[src/sv/hfpd_pkg.sv]
package hfpd_pkg;

   localparam int GAIN_FRAC_BITS_DEF  = 8;
   localparam int GRADE_FRAC_BITS_DEF = 16;

   // field and datapath widths fixed by the interface
   localparam int POS_W      = 13;
   localparam int ERR_W      = 13;
   localparam int DIFF_W     = 14;
   localparam int MAG_W      = 12;
   localparam int GAIN_W     = 16;
   localparam int BASE_W     = 8;
   localparam int SPEED_W    = 9;
   localparam int SPAN_W     = 11;
   localparam int PD_W       = 31;
   localparam int CSR_ADDR_W = 3;
   localparam int CSR_DATA_W = 16;
   localparam int STEP_W     = 4;
   localparam int REQ_DATA_W = 16;
   localparam int RSP_DATA_W = 24;

   localparam int SETPOINT    = 3500;
   localparam int POS_MAX     = 7000;
   localparam int SPEED_MAX   = 255;
   localparam int SPEED_MIN   = -180;
   localparam int SMALL_END   = 750;
   localparam int MED_START   = 500;
   localparam int MED_PEAK    = 1125;
   localparam int MED_END     = 1750;
   localparam int LARGE_START = 1500;
   localparam int LARGE_END   = 3500;

   typedef enum logic [CSR_ADDR_W-1:0] {
      CSR_PROP_GAIN,
      CSR_DERIV_GAIN,
      CSR_SMALL_WEIGHT,
      CSR_MEDIUM_WEIGHT,
      CSR_LARGE_WEIGHT,
      CSR_BASE_SPEED
   } csr_index_type;

   typedef enum logic [1:0] {
      MUL_NONE,
      MUL_ERR_KP,
      MUL_DIFF_KD,
      MUL_GRADE
   } mul_sel_type;

   typedef enum logic [2:0] {
      ACC_NONE,
      ACC_PD_LOAD,
      ACC_PD_ADD,
      ACC_FZ_ADD,
      ACC_TOTAL,
      ACC_EFFORT
   } acc_op_type;

   typedef enum logic [1:0] {
      DIV_NONE,
      DIV_INIT,
      DIV_STEP
   } div_op_type;

   typedef enum logic [1:0] {
      GRADE_SMALL,
      GRADE_MEDIUM,
      GRADE_LARGE
   } grade_sel_type;

   typedef enum logic [1:0] {
      COND_NEXT,
      COND_WAIT_REQ,
      COND_WAIT_OUT
   } cond_type;

   typedef struct packed {
      logic                latch;
      logic                emit;
      mul_sel_type         mul_sel;
      acc_op_type          acc_op;
      div_op_type          div_op;
      grade_sel_type       grade_sel;
      cond_type            cond;
      logic [STEP_W-1:0]   target;
   } ucode_type;

   function automatic ucode_type uc(input logic latch, input logic emit,
                                    input mul_sel_type mul_sel, input acc_op_type acc_op,
                                    input div_op_type div_op, input grade_sel_type grade_sel,
                                    input cond_type cond, input logic [STEP_W-1:0] target);
      ucode_type w;
      w.latch     = latch;
      w.emit      = emit;
      w.mul_sel   = mul_sel;
      w.acc_op    = acc_op;
      w.div_op    = div_op;
      w.grade_sel = grade_sel;
      w.cond      = cond;
      w.target    = target;
      return w;
   endfunction

   // control store: one word per step
   function automatic ucode_type ucode_rom(input logic [STEP_W-1:0] step);
      ucode_type w;
      w = uc(1'b0, 1'b0, MUL_NONE, ACC_NONE, DIV_NONE, GRADE_SMALL, COND_NEXT, 4'd0);
      unique case (step)
         4'd0: begin
            w = uc(1'b1, 1'b0, MUL_NONE, ACC_NONE, DIV_NONE, GRADE_SMALL, COND_WAIT_REQ, 4'd0);
         end
         4'd1: begin
            w = uc(1'b0, 1'b0, MUL_ERR_KP, ACC_NONE, DIV_NONE, GRADE_SMALL, COND_NEXT, 4'd0);
         end
         4'd2: begin
            w = uc(1'b0, 1'b0, MUL_DIFF_KD, ACC_PD_LOAD, DIV_NONE, GRADE_SMALL, COND_NEXT, 4'd0);
         end
         4'd3: begin
            w = uc(1'b0, 1'b0, MUL_NONE, ACC_PD_ADD, DIV_INIT, GRADE_SMALL, COND_NEXT, 4'd0);
         end
         4'd4: begin
            w = uc(1'b0, 1'b0, MUL_NONE, ACC_NONE, DIV_STEP, GRADE_SMALL, COND_NEXT, 4'd0);
         end
         4'd5: begin
            w = uc(1'b0, 1'b0, MUL_GRADE, ACC_NONE, DIV_NONE, GRADE_SMALL, COND_NEXT, 4'd0);
         end
         4'd6: begin
            w = uc(1'b0, 1'b0, MUL_NONE, ACC_FZ_ADD, DIV_INIT, GRADE_MEDIUM, COND_NEXT, 4'd0);
         end
         4'd7: begin
            w = uc(1'b0, 1'b0, MUL_NONE, ACC_NONE, DIV_STEP, GRADE_MEDIUM, COND_NEXT, 4'd0);
         end
         4'd8: begin
            w = uc(1'b0, 1'b0, MUL_GRADE, ACC_NONE, DIV_NONE, GRADE_MEDIUM, COND_NEXT, 4'd0);
         end
         4'd9: begin
            w = uc(1'b0, 1'b0, MUL_NONE, ACC_FZ_ADD, DIV_INIT, GRADE_LARGE, COND_NEXT, 4'd0);
         end
         4'd10: begin
            w = uc(1'b0, 1'b0, MUL_NONE, ACC_NONE, DIV_STEP, GRADE_LARGE, COND_NEXT, 4'd0);
         end
         4'd11: begin
            w = uc(1'b0, 1'b0, MUL_GRADE, ACC_NONE, DIV_NONE, GRADE_LARGE, COND_NEXT, 4'd0);
         end
         4'd12: begin
            w = uc(1'b0, 1'b0, MUL_NONE, ACC_FZ_ADD, DIV_NONE, GRADE_LARGE, COND_NEXT, 4'd0);
         end
         4'd13: begin
            w = uc(1'b0, 1'b0, MUL_NONE, ACC_TOTAL, DIV_NONE, GRADE_LARGE, COND_NEXT, 4'd0);
         end
         4'd14: begin
            w = uc(1'b0, 1'b0, MUL_NONE, ACC_EFFORT, DIV_NONE, GRADE_LARGE, COND_NEXT, 4'd0);
         end
         4'd15: begin
            w = uc(1'b0, 1'b1, MUL_NONE, ACC_NONE, DIV_NONE, GRADE_LARGE, COND_WAIT_OUT, 4'd0);
         end
      endcase
      return w;
   endfunction

endpackage

[src/sv/hybrid_fuzzy_pd_steering.sv]
// Steering controller for a line follower. Each request carries a line position
// (0..7000, 3500 centred; larger values are treated as 7000). The block forms the error
// 3500 - position, a PD term from the Q8.8 gains, and a fuzzy term from three membership
// grades (small, medium, large) of the error magnitude weighted by Q8.8 output weights.
// The two terms are averaged and truncated toward zero to give the effort; the response
// carries left = base + effort and right = base - effort, each clamped to -180..255.
// The error of each request is kept for the derivative of the next one; reset clears it,
// the step, output valid and csr registers to zero. The user must write registers through
// the csr port only while no request is in flight; the block does not enforce this. One
// request is worked on at a time by a 16-step microprogram running one step per cycle,
// but it waits at its first step for a request and holds at its last step only while the
// previous response is still waiting. Each grade is the product of its numerator and a
// fixed reciprocal of the span, exact to the last bit, so no step waits on a divider. A
// finished response waits in the output register while the next request is taken.
module hybrid_fuzzy_pd_steering #(
   parameter int GAIN_FRAC_BITS  = hfpd_pkg::GAIN_FRAC_BITS_DEF,
   parameter int GRADE_FRAC_BITS = hfpd_pkg::GRADE_FRAC_BITS_DEF
) (
   input  logic                              clock,
   input  logic                              reset,
   input  logic                              req_tvalid,
   output logic                              req_tready,
   input  logic [hfpd_pkg::REQ_DATA_W-1:0]   req_tdata,   // [12:0] line_position
   output logic                              rsp_tvalid,
   input  logic                              rsp_tready,
   output logic [hfpd_pkg::RSP_DATA_W-1:0]   rsp_tdata,   // [8:0] left_speed, [17:9] right_speed
   input  logic                              csr_we,
   input  logic [hfpd_pkg::CSR_ADDR_W-1:0]   csr_addr,
   input  logic [hfpd_pkg::CSR_DATA_W-1:0]   csr_wdata
);
   import hfpd_pkg::*;

   localparam int GRADE_W = GRADE_FRAC_BITS + 1;
   localparam int OPA_W   = (GRADE_FRAC_BITS + 2 > DIFF_W) ? GRADE_FRAC_BITS + 2 : DIFF_W;
   localparam int OPB_W   = GAIN_W + 1;
   localparam int PROD_W  = OPA_W + OPB_W;
   localparam int FZ_W    = GRADE_FRAC_BITS + GAIN_W + 3;
   localparam int TOT_W   = PD_W + GRADE_FRAC_BITS + 1;
   localparam int SHIFT   = GRADE_FRAC_BITS + GAIN_FRAC_BITS + 1;
   localparam int EFF_W   = TOT_W - SHIFT;
   localparam int SUM_W   = EFF_W + 2;
   localparam logic [TOT_W-1:0] TRUNC_BIAS = {{(TOT_W - SHIFT){1'b0}}, {SHIFT{1'b1}}};

   // reciprocals rounded up; with 22 extra bits the floor of numerator times reciprocal
   // matches the true quotient for every numerator the curves produce
   localparam int     RECIP_SHIFT = 22;
   localparam int     RECIP_W     = GRADE_FRAC_BITS + 13;
   localparam int     QPROD_W     = SPAN_W + RECIP_W;
   localparam longint RECIP_ONE   = longint'(1) << (GRADE_FRAC_BITS + RECIP_SHIFT);
   localparam logic [RECIP_W-1:0] RECIP_SMALL =
      RECIP_W'((RECIP_ONE + SMALL_END - 1) / SMALL_END);
   localparam logic [RECIP_W-1:0] RECIP_MEDIUM =
      RECIP_W'((RECIP_ONE + (MED_PEAK - MED_START) - 1) / (MED_PEAK - MED_START));
   localparam logic [RECIP_W-1:0] RECIP_LARGE =
      RECIP_W'((RECIP_ONE + (LARGE_END - LARGE_START) - 1) / (LARGE_END - LARGE_START));

   // control state
   logic [STEP_W-1:0]         step_ff, step_in;
   logic                      rsp_valid_ff, rsp_valid_in;
   logic signed [ERR_W-1:0]   prev_err_ff, prev_err_in;
   logic [GAIN_W-1:0]         prop_gain_ff, deriv_gain_ff;
   logic [GAIN_W-1:0]         small_weight_ff, medium_weight_ff, large_weight_ff;
   logic [BASE_W-1:0]         base_speed_ff;

   // datapath
   logic signed [ERR_W-1:0]   err_ff, err_in;
   logic signed [DIFF_W-1:0]  diff_ff, diff_in;
   logic [MAG_W-1:0]          mag_ff, mag_in;
   logic signed [PROD_W-1:0]  prod_ff, prod_in;
   logic signed [PD_W-1:0]    pd_ff, pd_in;
   logic [FZ_W-1:0]           fz_ff, fz_in;
   logic signed [TOT_W-1:0]   tot_ff, tot_in;
   logic signed [EFF_W-1:0]   eff_ff, eff_in;
   logic [SPAN_W-1:0]         num_ff, num_in;
   logic [RECIP_W-1:0]        recip_ff, recip_in;
   logic [GRADE_W-1:0]        quo_ff, quo_in;
   logic                      full_ff, full_in;
   logic [RSP_DATA_W-1:0]     rsp_data_ff, rsp_data_in;

   ucode_type                 word;
   logic                      req_accept;
   logic                      out_free;
   logic [POS_W-1:0]          pos_c;
   logic signed [DIFF_W-1:0]  err_wide;
   logic signed [ERR_W-1:0]   err_new;
   logic signed [OPA_W-1:0]   opa;
   logic signed [OPB_W-1:0]   opb;
   logic [GAIN_W-1:0]         weight;
   logic [GRADE_W-1:0]        grade;
   logic [SPAN_W-1:0]         num;
   logic [RECIP_W-1:0]        recip_sel;
   logic [QPROD_W-1:0]        quo_prod;
   logic signed [TOT_W-1:0]   fz_signed;
   logic signed [TOT_W-1:0]   tot_biased;
   logic signed [SUM_W-1:0]   base_s, eff_s;
   logic [SPEED_W-1:0]        left_speed, right_speed;

   function automatic logic [SPEED_W-1:0] clamp_speed(input logic signed [SUM_W-1:0] v);
      logic [SPEED_W-1:0] r;
      if (v > SUM_W'(SPEED_MAX)) begin
         r = SPEED_W'(SPEED_MAX);
      end else if (v < SUM_W'(SPEED_MIN)) begin
         r = SPEED_W'(SPEED_MIN);
      end else begin
         r = v[SPEED_W-1:0];
      end
      return r;
   endfunction

   assign word       = ucode_rom(step_ff);
   assign req_tready = word.latch;
   assign req_accept = req_tvalid && word.latch;
   assign out_free   = !rsp_valid_ff || rsp_tready;
   assign rsp_tvalid = rsp_valid_ff;
   assign rsp_tdata  = rsp_data_ff;

   // input stage
   always_comb begin
      pos_c    = (req_tdata[POS_W-1:0] > POS_W'(POS_MAX)) ? POS_W'(POS_MAX)
                                                          : req_tdata[POS_W-1:0];
      err_wide = $signed(DIFF_W'(SETPOINT)) - $signed(DIFF_W'(pos_c));
      err_new  = err_wide[ERR_W-1:0];
   end

   // grade weight and grade value
   always_comb begin
      unique case (word.grade_sel)
         GRADE_SMALL:  weight = small_weight_ff;
         GRADE_MEDIUM: weight = medium_weight_ff;
         GRADE_LARGE:  weight = large_weight_ff;
         default:      weight = '0;
      endcase
      grade = full_ff ? (GRADE_W'(1) << GRADE_FRAC_BITS) : quo_ff;
   end

   // shared multiplier
   always_comb begin
      unique case (word.mul_sel)
         MUL_ERR_KP: begin
            opa = OPA_W'(err_ff);
            opb = $signed({1'b0, prop_gain_ff});
         end
         MUL_DIFF_KD: begin
            opa = OPA_W'(diff_ff);
            opb = $signed({1'b0, deriv_gain_ff});
         end
         MUL_GRADE: begin
            opa = $signed(OPA_W'(grade));
            opb = $signed({1'b0, weight});
         end
         default: begin
            opa = '0;
            opb = '0;
         end
      endcase
      prod_in = PROD_W'(opa) * PROD_W'(opb);
   end

   // membership numerator and span reciprocal for the selected grade
   always_comb begin
      num       = '0;
      recip_sel = RECIP_SMALL;
      unique case (word.grade_sel)
         GRADE_SMALL: begin
            recip_sel = RECIP_SMALL;
            if (mag_ff < MAG_W'(SMALL_END)) begin
               num = SPAN_W'(MAG_W'(SMALL_END) - mag_ff);
            end
         end
         GRADE_MEDIUM: begin
            recip_sel = RECIP_MEDIUM;
            if (mag_ff > MAG_W'(MED_START) && mag_ff < MAG_W'(MED_PEAK)) begin
               num = SPAN_W'(mag_ff - MAG_W'(MED_START));
            end else if (mag_ff >= MAG_W'(MED_PEAK) && mag_ff < MAG_W'(MED_END)) begin
               num = SPAN_W'(MAG_W'(MED_END) - mag_ff);
            end
         end
         GRADE_LARGE: begin
            recip_sel = RECIP_LARGE;
            if (mag_ff > MAG_W'(LARGE_START) && mag_ff < MAG_W'(LARGE_END)) begin
               num = SPAN_W'(mag_ff - MAG_W'(LARGE_START));
            end
         end
         default: begin
            num = '0;
         end
      endcase
   end

   // datapath next values
   always_comb begin
      err_in   = err_ff;
      diff_in  = diff_ff;
      mag_in   = mag_ff;
      pd_in    = pd_ff;
      fz_in    = fz_ff;
      tot_in   = tot_ff;
      eff_in   = eff_ff;
      num_in   = num_ff;
      recip_in = recip_ff;
      quo_in   = quo_ff;
      full_in  = full_ff;

      if (req_accept) begin
         err_in  = err_new;
         diff_in = DIFF_W'(err_new) - DIFF_W'(prev_err_ff);
         mag_in  = err_new[ERR_W-1] ? MAG_W'(-err_new) : MAG_W'(err_new);
      end

      fz_signed  = $signed(TOT_W'(fz_ff));
      tot_biased = tot_ff + $signed(TRUNC_BIAS);

      unique case (word.acc_op)
         ACC_PD_LOAD: begin
            pd_in = PD_W'(prod_ff);
            fz_in = '0;
         end
         ACC_PD_ADD: begin
            pd_in = pd_ff + PD_W'(prod_ff);
         end
         ACC_FZ_ADD: begin
            fz_in = fz_ff + FZ_W'(prod_ff);
         end
         ACC_TOTAL: begin
            // fuzzy term keeps the sign of the error, positive when the error is zero
            tot_in = (TOT_W'(pd_ff) <<< GRADE_FRAC_BITS)
                   + (err_ff[ERR_W-1] ? -fz_signed : fz_signed);
         end
         ACC_EFFORT: begin
            // halve and drop fraction bits, truncating toward zero
            eff_in = tot_ff[TOT_W-1] ? EFF_W'(tot_biased >>> SHIFT)
                                     : EFF_W'(tot_ff >>> SHIFT);
         end
         default: begin
            pd_in = pd_ff;
         end
      endcase

      quo_prod = num_ff * recip_ff;
      unique case (word.div_op)
         DIV_INIT: begin
            num_in   = num;
            recip_in = recip_sel;
            full_in  = (word.grade_sel == GRADE_LARGE) && (mag_ff >= MAG_W'(LARGE_END));
         end
         DIV_STEP: begin
            // numerator over span as a scaled reciprocal product
            quo_in = GRADE_W'(quo_prod >> RECIP_SHIFT);
         end
         default: begin
            num_in = num_ff;
         end
      endcase
   end

   // speeds and output register
   always_comb begin
      base_s      = $signed(SUM_W'(base_speed_ff));
      eff_s       = SUM_W'(eff_ff);
      left_speed  = clamp_speed(base_s + eff_s);
      right_speed = clamp_speed(base_s - eff_s);

      rsp_data_in  = rsp_data_ff;
      rsp_valid_in = rsp_valid_ff;
      if (word.emit && out_free) begin
         rsp_data_in  = RSP_DATA_W'({right_speed, left_speed});
         rsp_valid_in = 1'b1;
      end else if (rsp_tready) begin
         rsp_valid_in = 1'b0;
      end

      prev_err_in = req_accept ? err_new : prev_err_ff;
   end

   // sequencer
   always_comb begin
      unique case (word.cond)
         COND_NEXT:     step_in = step_ff + STEP_W'(1);
         COND_WAIT_REQ: step_in = req_accept ? step_ff + STEP_W'(1) : word.target;
         COND_WAIT_OUT: step_in = out_free ? word.target : step_ff;
         default:       step_in = step_ff;
      endcase
   end

   always_ff @(posedge clock) begin
      if (reset) begin
         step_ff          <= '0;
         rsp_valid_ff     <= 1'b0;
         prev_err_ff      <= '0;
         prop_gain_ff     <= '0;
         deriv_gain_ff    <= '0;
         small_weight_ff  <= '0;
         medium_weight_ff <= '0;
         large_weight_ff  <= '0;
         base_speed_ff    <= '0;
      end else begin
         step_ff      <= step_in;
         rsp_valid_ff <= rsp_valid_in;
         prev_err_ff  <= prev_err_in;
         if (csr_we) begin
            case (csr_index_type'(csr_addr))
               CSR_PROP_GAIN:     prop_gain_ff     <= csr_wdata;
               CSR_DERIV_GAIN:    deriv_gain_ff    <= csr_wdata;
               CSR_SMALL_WEIGHT:  small_weight_ff  <= csr_wdata;
               CSR_MEDIUM_WEIGHT: medium_weight_ff <= csr_wdata;
               CSR_LARGE_WEIGHT:  large_weight_ff  <= csr_wdata;
               CSR_BASE_SPEED:    base_speed_ff    <= csr_wdata[BASE_W-1:0];
               default: begin
               end
            endcase
         end
      end
   end

   always_ff @(posedge clock) begin
      err_ff      <= err_in;
      diff_ff     <= diff_in;
      mag_ff      <= mag_in;
      prod_ff     <= prod_in;
      pd_ff       <= pd_in;
      fz_ff       <= fz_in;
      tot_ff      <= tot_in;
      eff_ff      <= eff_in;
      num_ff      <= num_in;
      recip_ff    <= recip_in;
      quo_ff      <= quo_in;
      full_ff     <= full_in;
      rsp_data_ff <= rsp_data_in;
   end

endmodule

[config.mk]
export PLATFORM = sky130hd
export DESIGN_NAME = hybrid_fuzzy_pd_steering
export DESIGN_NICKNAME = d
export VERILOG_FILES = /design/src/sv/hfpd_pkg.sv /design/src/sv/hybrid_fuzzy_pd_steering.sv
export SDC_FILE = /design/constraint.sdc
export NUM_CORES = 2
export LEC_CHECK = 0
export BUFFER_PORTS_ARGS = -buffer_cell sky130_fd_sc_hd__buf_2
export CELL_PAD_IN_SITES_DETAIL_PLACEMENT = 0
export CELL_PAD_IN_SITES_GLOBAL_PLACEMENT = 2
export CORE_MARGIN = 3
export CORE_UTILIZATION = 38
export DETAILED_ROUTE_END_ITERATION = 7
export GPL_ROUTABILITY_DRIVEN = 0
export PLACE_DENSITY = 0.82
export SLEW_MARGIN = 5
export SYNTH_ARGS = -nofsm -noshare
export SYNTH_HDL_FRONTEND = slang
export SYNTH_SLANG_ARGS = --single-unit
[constraint.sdc]
create_clock -name clock -period 7.6 [get_ports clock]
set_input_delay 0.38 -clock clock [delete_from_list [all_inputs] [get_ports clock]]
set_output_delay 0.38 -clock clock [all_outputs]
set_load 0.02 [all_outputs]
After elaboration in Yosys (flattened, before gate mapping). Memories as Yosys holds them, arrays and structs flattened. A register that Yosys moved wholly into a read port is not among the register bits. Cells that the tools add are included.

Register bits after elaboration: 393. Bits in latches: 0. RAM bits: 0. Bits in read-only memories: 208. Bits of input ports: 40. Memories: 1.

Memories: (name not given) (words 16, bits a word 13, rd ports 1, clocked after Yosys merged registers in 1, write ports 0, line hfpd_pkg.sv:107) `unique case (step)`.

Add/sub/neg operators: 15. $mul: 2. Div/mod/pow operators: 0. Order comparisons: 13. Equal/unequal tests: 20. Shift-type cells: 0. Multiplexer cells: 25. Bitwise operators: 0. Reduce and logical (&&, ||, !) cells: 24.

Operator list (number): 16-bit one-hot mux with 3 select lines (2); 35-bit one-hot mux with 2 select lines (1); 31-bit one-hot mux with 2 select lines (1); 29-bit one-hot mux with 2 select lines (1); 18-bit one-hot mux with 3 select lines (1); 47-bit by 48-bit adder with 48-bit output (1); 48-bit by 26-bit adder with 48-bit output, second input constant (1); 24-bit by 9-bit > comparator with 1-bit output, second input constant (2); 24-bit by 9-bit less-than comparator with 1-bit output, second input constant (2); 48-bit two-way mux (1); 35-bit negation with 48-bit output (1); 11-bit two-way mux (4); 11-bit by 29-bit multiplier with 39-bit output (1); 35-bit adder (1); 18-bit by 17-bit multiplier with 35-bit output (1); 11-bit one-hot mux with 3 select lines (1); 31-bit adder (1); 9-bit by 23-bit adder with 24-bit output (1); 12-bit by 11-bit less-than comparator with 1-bit output, second input constant (2); 9-bit by 23-bit subtractor with 24-bit output (1); 22-bit two-way mux (1); 9-bit two-way mux (2); 17-bit two-way mux (1); 4-bit two-way mux (4); 34 further kinds (64).

Longest topological paths before layout.
Depth in word-level cells: 6. Gate-level depth with buffers: 31. Mapped depth without buffers: 28.

Worst setup path after synthesis. No wires, ideal clock.

Path kind: flip-flop to flip-flop. Start: register word[6] (netlist name). End: register prod_ff[33]. Library setup time: 0.118 ns. Arrival: 7.239 ns. Setup slack: 0.244 ns. Stages on the path, launching flop included: 30. Buffers on the path: 3. Path through: dfxtp_1 -> inv_1 -> ha_1 -> clkbuf_1 -> clkbuf_1 -> a222oi_1 -> o22ai_1 -> a22oi_1 -> clkbuf_1 -> nor2_1 -> fa_1 -> inv_1 -> fa_1 -> fa_1 -> fa_1 -> inv_1 -> fa_1 -> inv_1 -> fa_1 -> inv_1 -> ha_1 -> a21oi_1 -> o21ai_0 -> a2111oi_0 -> nor2_1 -> a21oi_1 -> o21a_1 -> o21ai_0 -> o21ba_2 -> xor2_1.

Word-level cells in the longest chain between the ends: 4.

Ends and longest elaborated chain: 2-bit == test, or another cell as far along (line hybrid_fuzzy_pd_steering.sv:127) `unique case (word.grade_sel)`; 16-bit one-hot mux with 3 select lines * (line hybrid_fuzzy_pd_steering.sv:127); 16-bit one-hot mux with 3 select lines * (line hybrid_fuzzy_pd_steering.sv:138) `unique case (word.mul_sel)`; 18-bit by 17-bit multiplier with 35-bit output * (line hybrid_fuzzy_pd_steering.sv:156) `prod_in = PROD_W'(opa) * PROD_W'(opb);`; named net prod_in[33] (line hybrid_fuzzy_pd_steering.sv:69) `logic signed [PROD_W-1:0] prod_ff, prod_in;`; to (signal assigned) (line hybrid_fuzzy_pd_steering.sv:319) `prod_ff <= prod_in;`; to (decl) (line hybrid_fuzzy_pd_steering.sv:69).

Mark *: on every way through the listed nets, which the timed path passes. The rest lies on a longest branch. A chain may end at the register's enable or synchronous reset.

Worst setup path after layout.
Start: register word[7] (netlist name). End: register prod_ff[32].

Word-level cells in the longest chain between the ends: 4.

Ends and longest elaborated chain (line): 2-bit == test, or another cell as far along (hybrid_fuzzy_pd_steering.sv:127); 16-bit one-hot mux with 3 select lines * (hybrid_fuzzy_pd_steering.sv:127); 16-bit one-hot mux with 3 select lines * (hybrid_fuzzy_pd_steering.sv:138); 18-bit by 17-bit multiplier with 35-bit output * (hybrid_fuzzy_pd_steering.sv:156); named net prod_in[32] (hybrid_fuzzy_pd_steering.sv:69).

Marks and branches as above.

==> results_tabular.tex <==
\begin{tabular}{lr}
\hline
Metric & Value \\
\hline
\multicolumn{2}{l}{\textbf{Worst setup path}} \\
Reg2reg start & word[7] \\
Capturing element type of the critical path & register \\
Critical Setup Path Class & reg -> reg \\
CP startpoint kind & register \\
Critical Path AT & roughly 7.8 ns \\
Required time reported for the critical path endpoint & 8.13 ns \\
Worst-case reg-to-reg path depth & 26 \\
Crit Reg-Reg Endpoint & prod\_ff[32] \\
Biggest fanout along the worst timing path & 16 \\
Minimum setup slack among reg-to-reg paths & roughly 0.32 ns \\
\multicolumn{2}{l}{\textbf{Logic synthesis}} \\
Biggest area contributors in the synthesized netlist & fa\_1 24\%, edfxtp\_1 17\%, ha\_1 10\% \\
Number of instances in the synthesized netlist & 4494 \\
Top FF cell, synth & edfxtp\_1 \\
Syn. warnings & 0 \\
Average cell area after synthesis & approximately 9.1 sq um \\
Cell with the most instances after synthesis & inv\_1 \\
Cell area after synthesis & approximately 41000 sq um \\
\#FFs+latches synth & 380 \\
Top-area cell type share of the netlist area & 0.242 \\
Number of enable flip-flop cells after synthesis & around 230 \\
Library cells used by synthesis & just over 90 \\
Cell types with the highest counts after synthesis & 681 x inv\_1, 589 x nand2\_1, 497 x fa\_1 \\
Cell accounting for the most synthesized area & fa\_1 \\
Async set-reset flop share out of synthesis & 0 \\
Post-synthesis sequential area ratio & 0.241 \\
\multicolumn{2}{l}{\textbf{Pwr}} \\
Sw power & about 3000 uW \\
Worst vdd ir & about 0.16 mV \\
Internal power consumption & 4970 uW \\
Overall power after layout & 7950 uW \\
Power per Cell Area & approximately 170 nW/um\^{}2 \\
Logic gate share of total power & 0.387 \\
Switching share of power & 0.375 \\
Sequential Power Share & 0.329 \\
Proportion of power drawn by the clock network & 0.284 \\
Cell leakage power & a little over 0.02 uW \\
\multicolumn{2}{l}{\textbf{Route}} \\
Remaining design rule violation count & 0 \\
Per-cell routed wire length & roughly 18 um \\
First-pass detailed-route iteration total & 7 \\
Drt first-iter violations & 2180 \\
Via count normalized by instance count & 5.17 \\
Post-detailed-routing wire length & $\sim$110000 um \\
Antenna-violating nets left & 0 \\
Number of vias in the routed layout & roughly 31k \\
\multicolumn{2}{l}{\textbf{Floorplanning}} \\
Floorplan Core Area & between 100000 and 150000 sq um \\
I/O pin cnt & 66 \\
Width of the die & $\sim$330 um \\
Die boundary height & 335 um \\
Die ar. & about 110000 sq um \\
Core Rows & 120 \\
Starting utilization of the core area & 0.383 \\
\multicolumn{2}{l}{\textbf{Placement}} \\
Area after DPL & between 40000 and 50000 sq um \\
IO buf count & 56 \\
Final HPWL DP & about 90000 um \\
\multicolumn{2}{l}{\textbf{GRT}} \\
Initial antenna violation count & 4 \\
Global-route wire length before repair & between 150000 and 200000 um \\
Via count of the first global-routing pass & 31.6k \\
Pin count of the biggest net entering global routing & 63 \\
Total routing usage reported by global routing & 0.198 \\
GRT overflow & 0 \\
\multicolumn{2}{l}{\textbf{Timing}} \\
Final Critical Period & roughly 7.3 ns \\
Upper clock frequency limit & 137 MHz \\
Final Hold Viols & 0 \\
Final Max Tran Viols & 0 \\
Number of setup violations in the final report & 0 \\
Worst slew margin relative to its limit & 0.274 \\
Max Clock Skew & about 0.033 ns \\
Crit share post-route & 0.958 \\
Least-Margin Pin Slew & about 1.1 ns \\
\multicolumn{2}{l}{\textbf{Worst hold path}} \\
Number of cells on the worst hold path & 3 \\
Type of the worst min-delay path & in -> reg \\
Worst-case hold path end point & large\_weight\_ff[0] \\
Startpoint of the worst hold path & csr\_wdata[0] \\
\multicolumn{2}{l}{\textbf{CTS}} \\
Num Clock Sinks & 380 \\
CTS tree & done \\
Deepest clock path buffer count & 3 \\
Total CTS buffers & 46 \\
CTS Hold Buffers Added & 0 \\
Clock transition at path regs & about 0.060 ns \\
Level count of the clock H-tree & 2 \\
Worst skew pair latency & 0.61 ns \\
Root Buffer Master & clkbuf\_16 \\
\multicolumn{2}{l}{\textbf{Flow run}} \\
Max-cap check violation count & 0 \\
\multicolumn{2}{l}{\textbf{Cells and area}} \\
Register area & about 10000 sq um \\
Combined area of the multi-input logic cells & 28200 sq um \\
Number of nets in the final layout & approximately 5.5k \\
Layout cell share with drive strength beyond 1 & 0.0723 \\
Fill cells & between 10k and 15k \\
Finished layout cell area & roughly 45000 sq um \\
Synthesis-to-layout area growth & 10.6\% \\
Util after Layout & 0.424 \\
\multicolumn{2}{l}{\textbf{Status}} \\
Status & completed \\
\hline
\end{tabular}
[worst max path at each step]
| stage | from | end | slack, ns | cells past startpoint |
|---|---|---|---|---|
| global placement | word[6] | prod_ff[33] | -0.01 | 28 |
| global route | word[7] | prod_ff[34] | -0.03 | 27 |
| CTS | word[6] | prod_ff[33] | 0.07 | 28 |
| floorplan | word[6] | prod_ff[33] | 0.24 | 29 |
| finish | word[7] | prod_ff[32] | 0.32 | 26 |
| detailed placement | word[6] | prod_ff[33] | -0.13 | 28 |
[power by group through the flow]
stage / Sequential, uW / Clock, uW / Combinational, uW
detailed placement: 2660 / 0 / 3050
floorplan: 2570 / 0 / 2180
finish: 2620 / 2260 / 3080
global route: 2630 / 2400 / 3480
CTS: 2610 / 2320 / 3090
global placement: 2660 / 0 / 3050
[cells by family (layout without fill, tap and decap cells)]
kind of cell	after synthesis	in the layout	synth area share
adder cells (fa/ha/maj)	830	830	0.344
flip-flops	380	380	0.241
AND/OR/NAND/NOR	1349	1349	0.151
buffers and inverters	835	971	0.0771
XOR/XNOR	240	240	0.0513
multiplexers	15	15	0.00365
other	1	8	0.0000913
AO/OA/AOI/OAI	844	844	0.132
[worst max-delay path, cell delays in order, from the launching register on]
cell      delay [ns]
dfxtp_2         0.36
inv_1           0.11
ha_4            0.24
buf_4           0.17
a222oi_1        0.54
o22ai_1         0.19
a22o_1          0.25
buf_12          0.16
nand2_1         0.09
fa_1            0.41
inv_1           0.08
fa_1            0.44
fa_1            0.50
fa_1            0.55
fa_1            0.55
inv_1           0.05
fa_1            0.52
inv_1           0.04
ha_1            0.31
and3_1          0.22
a221oi_2        0.33
o211ai_1        0.20
nor3_2          0.22
o21ai_2         0.13
a31o_2          0.25
a21oi_1         0.17
xnor2_1         0.13
[sequential cells by signal, indices dropped and copies added (netlist names), 13 cells and up]
| register | flops |
|---|---|
| tot_ff | 48 |
| fz_ff | 35 |
| prod_ff | 35 |
| pd_ff | 31 |
| eff_ff | 23 |
| rsp_tdata | 18 |
| quo_ff | 17 |
| deriv_gain_ff | 16 |
| large_weight_ff | 16 |
| medium_weight_ff | 16 |
| prop_gain_ff | 16 |
| small_weight_ff | 16 |
| diff_ff | 14 |
| err_ff | 13 |
| prev_err_ff | 13 |
[per-layer routing]
layer / vias up / global-route usage / wire, um
li1: 15106 / - / -
met1: 15297 / 0.288 / 52800
met2: 663 / 0.316 / 48800
met3: 141 / 0.0243 / 5030
met4: 0 / 0.0465 / 2500
met5: - / 0 / 0
[what timing repair did]
action	in CTS	in global routing
pin swaps	1	8
setup endpoints to repair	5	13
endpoints found under the hold margin	0	0
buffers inserted	0	4
resized for setup	4	22
[placed cells by master, fill, tap and decap left out, types with 16 or more instances in the layout]
master	Yosys	final
a21oi_1	277	276
buf_2	3	55
o21a_1	32	32
o31ai_1	24	24
a22o_1	22	22
nor2b_1	43	41
a21o_1	67	67
inv_1	681	681
ha_1	333	330
nand3b_1	20	20
nand4_1	25	25
dfxtp_1	152	148
nor3_1	61	60
xor2_1	69	69
o21ai_0	158	153
a222oi_1	17	17
xnor2_1	170	170
a22oi_1	25	22
nand2_1	589	589
nand3_1	64	64
clkbuf_16	0	46
and3_1	30	30
or3_1	23	23
edfxtp_1	228	228
fa_1	497	496
a211oi_1	27	27
buf_4	6	134
nand2b_1	54	54
o22ai_1	20	20
and2_1	76	76
o21ai_1	17	20
o211ai_1	16	16
nor2_1	296	295
[through the flow]
step,hold WS (ns),std cells,TNS [ns],setup slack (ns)
floorplan,0.436,4499,0,0.244
global placement,0.441,5948,-0.0123,-0.0123
detailed placement,0.446,5948,-0.371,-0.130
CTS,0.0411,6034,0,0.0744
global route,0.0717,6038,-0.0592,-0.0310
finish,0.0848,6040,0,0.317
[cell type report]
cell class | count | area share
multi-input combinational | 3284 | 0.619
sequential | 380 | 0.218
inverter | 683 | 0.0564
tap | 1403 | 0.0386
timing repair buffer | 202 | 0.0337
clock buffer | 62 | 0.0277
clock inverter | 24 | 0.00638
antenna | 2 | 0.000110
Note: power is estimated with default switching activity, not from simulation.
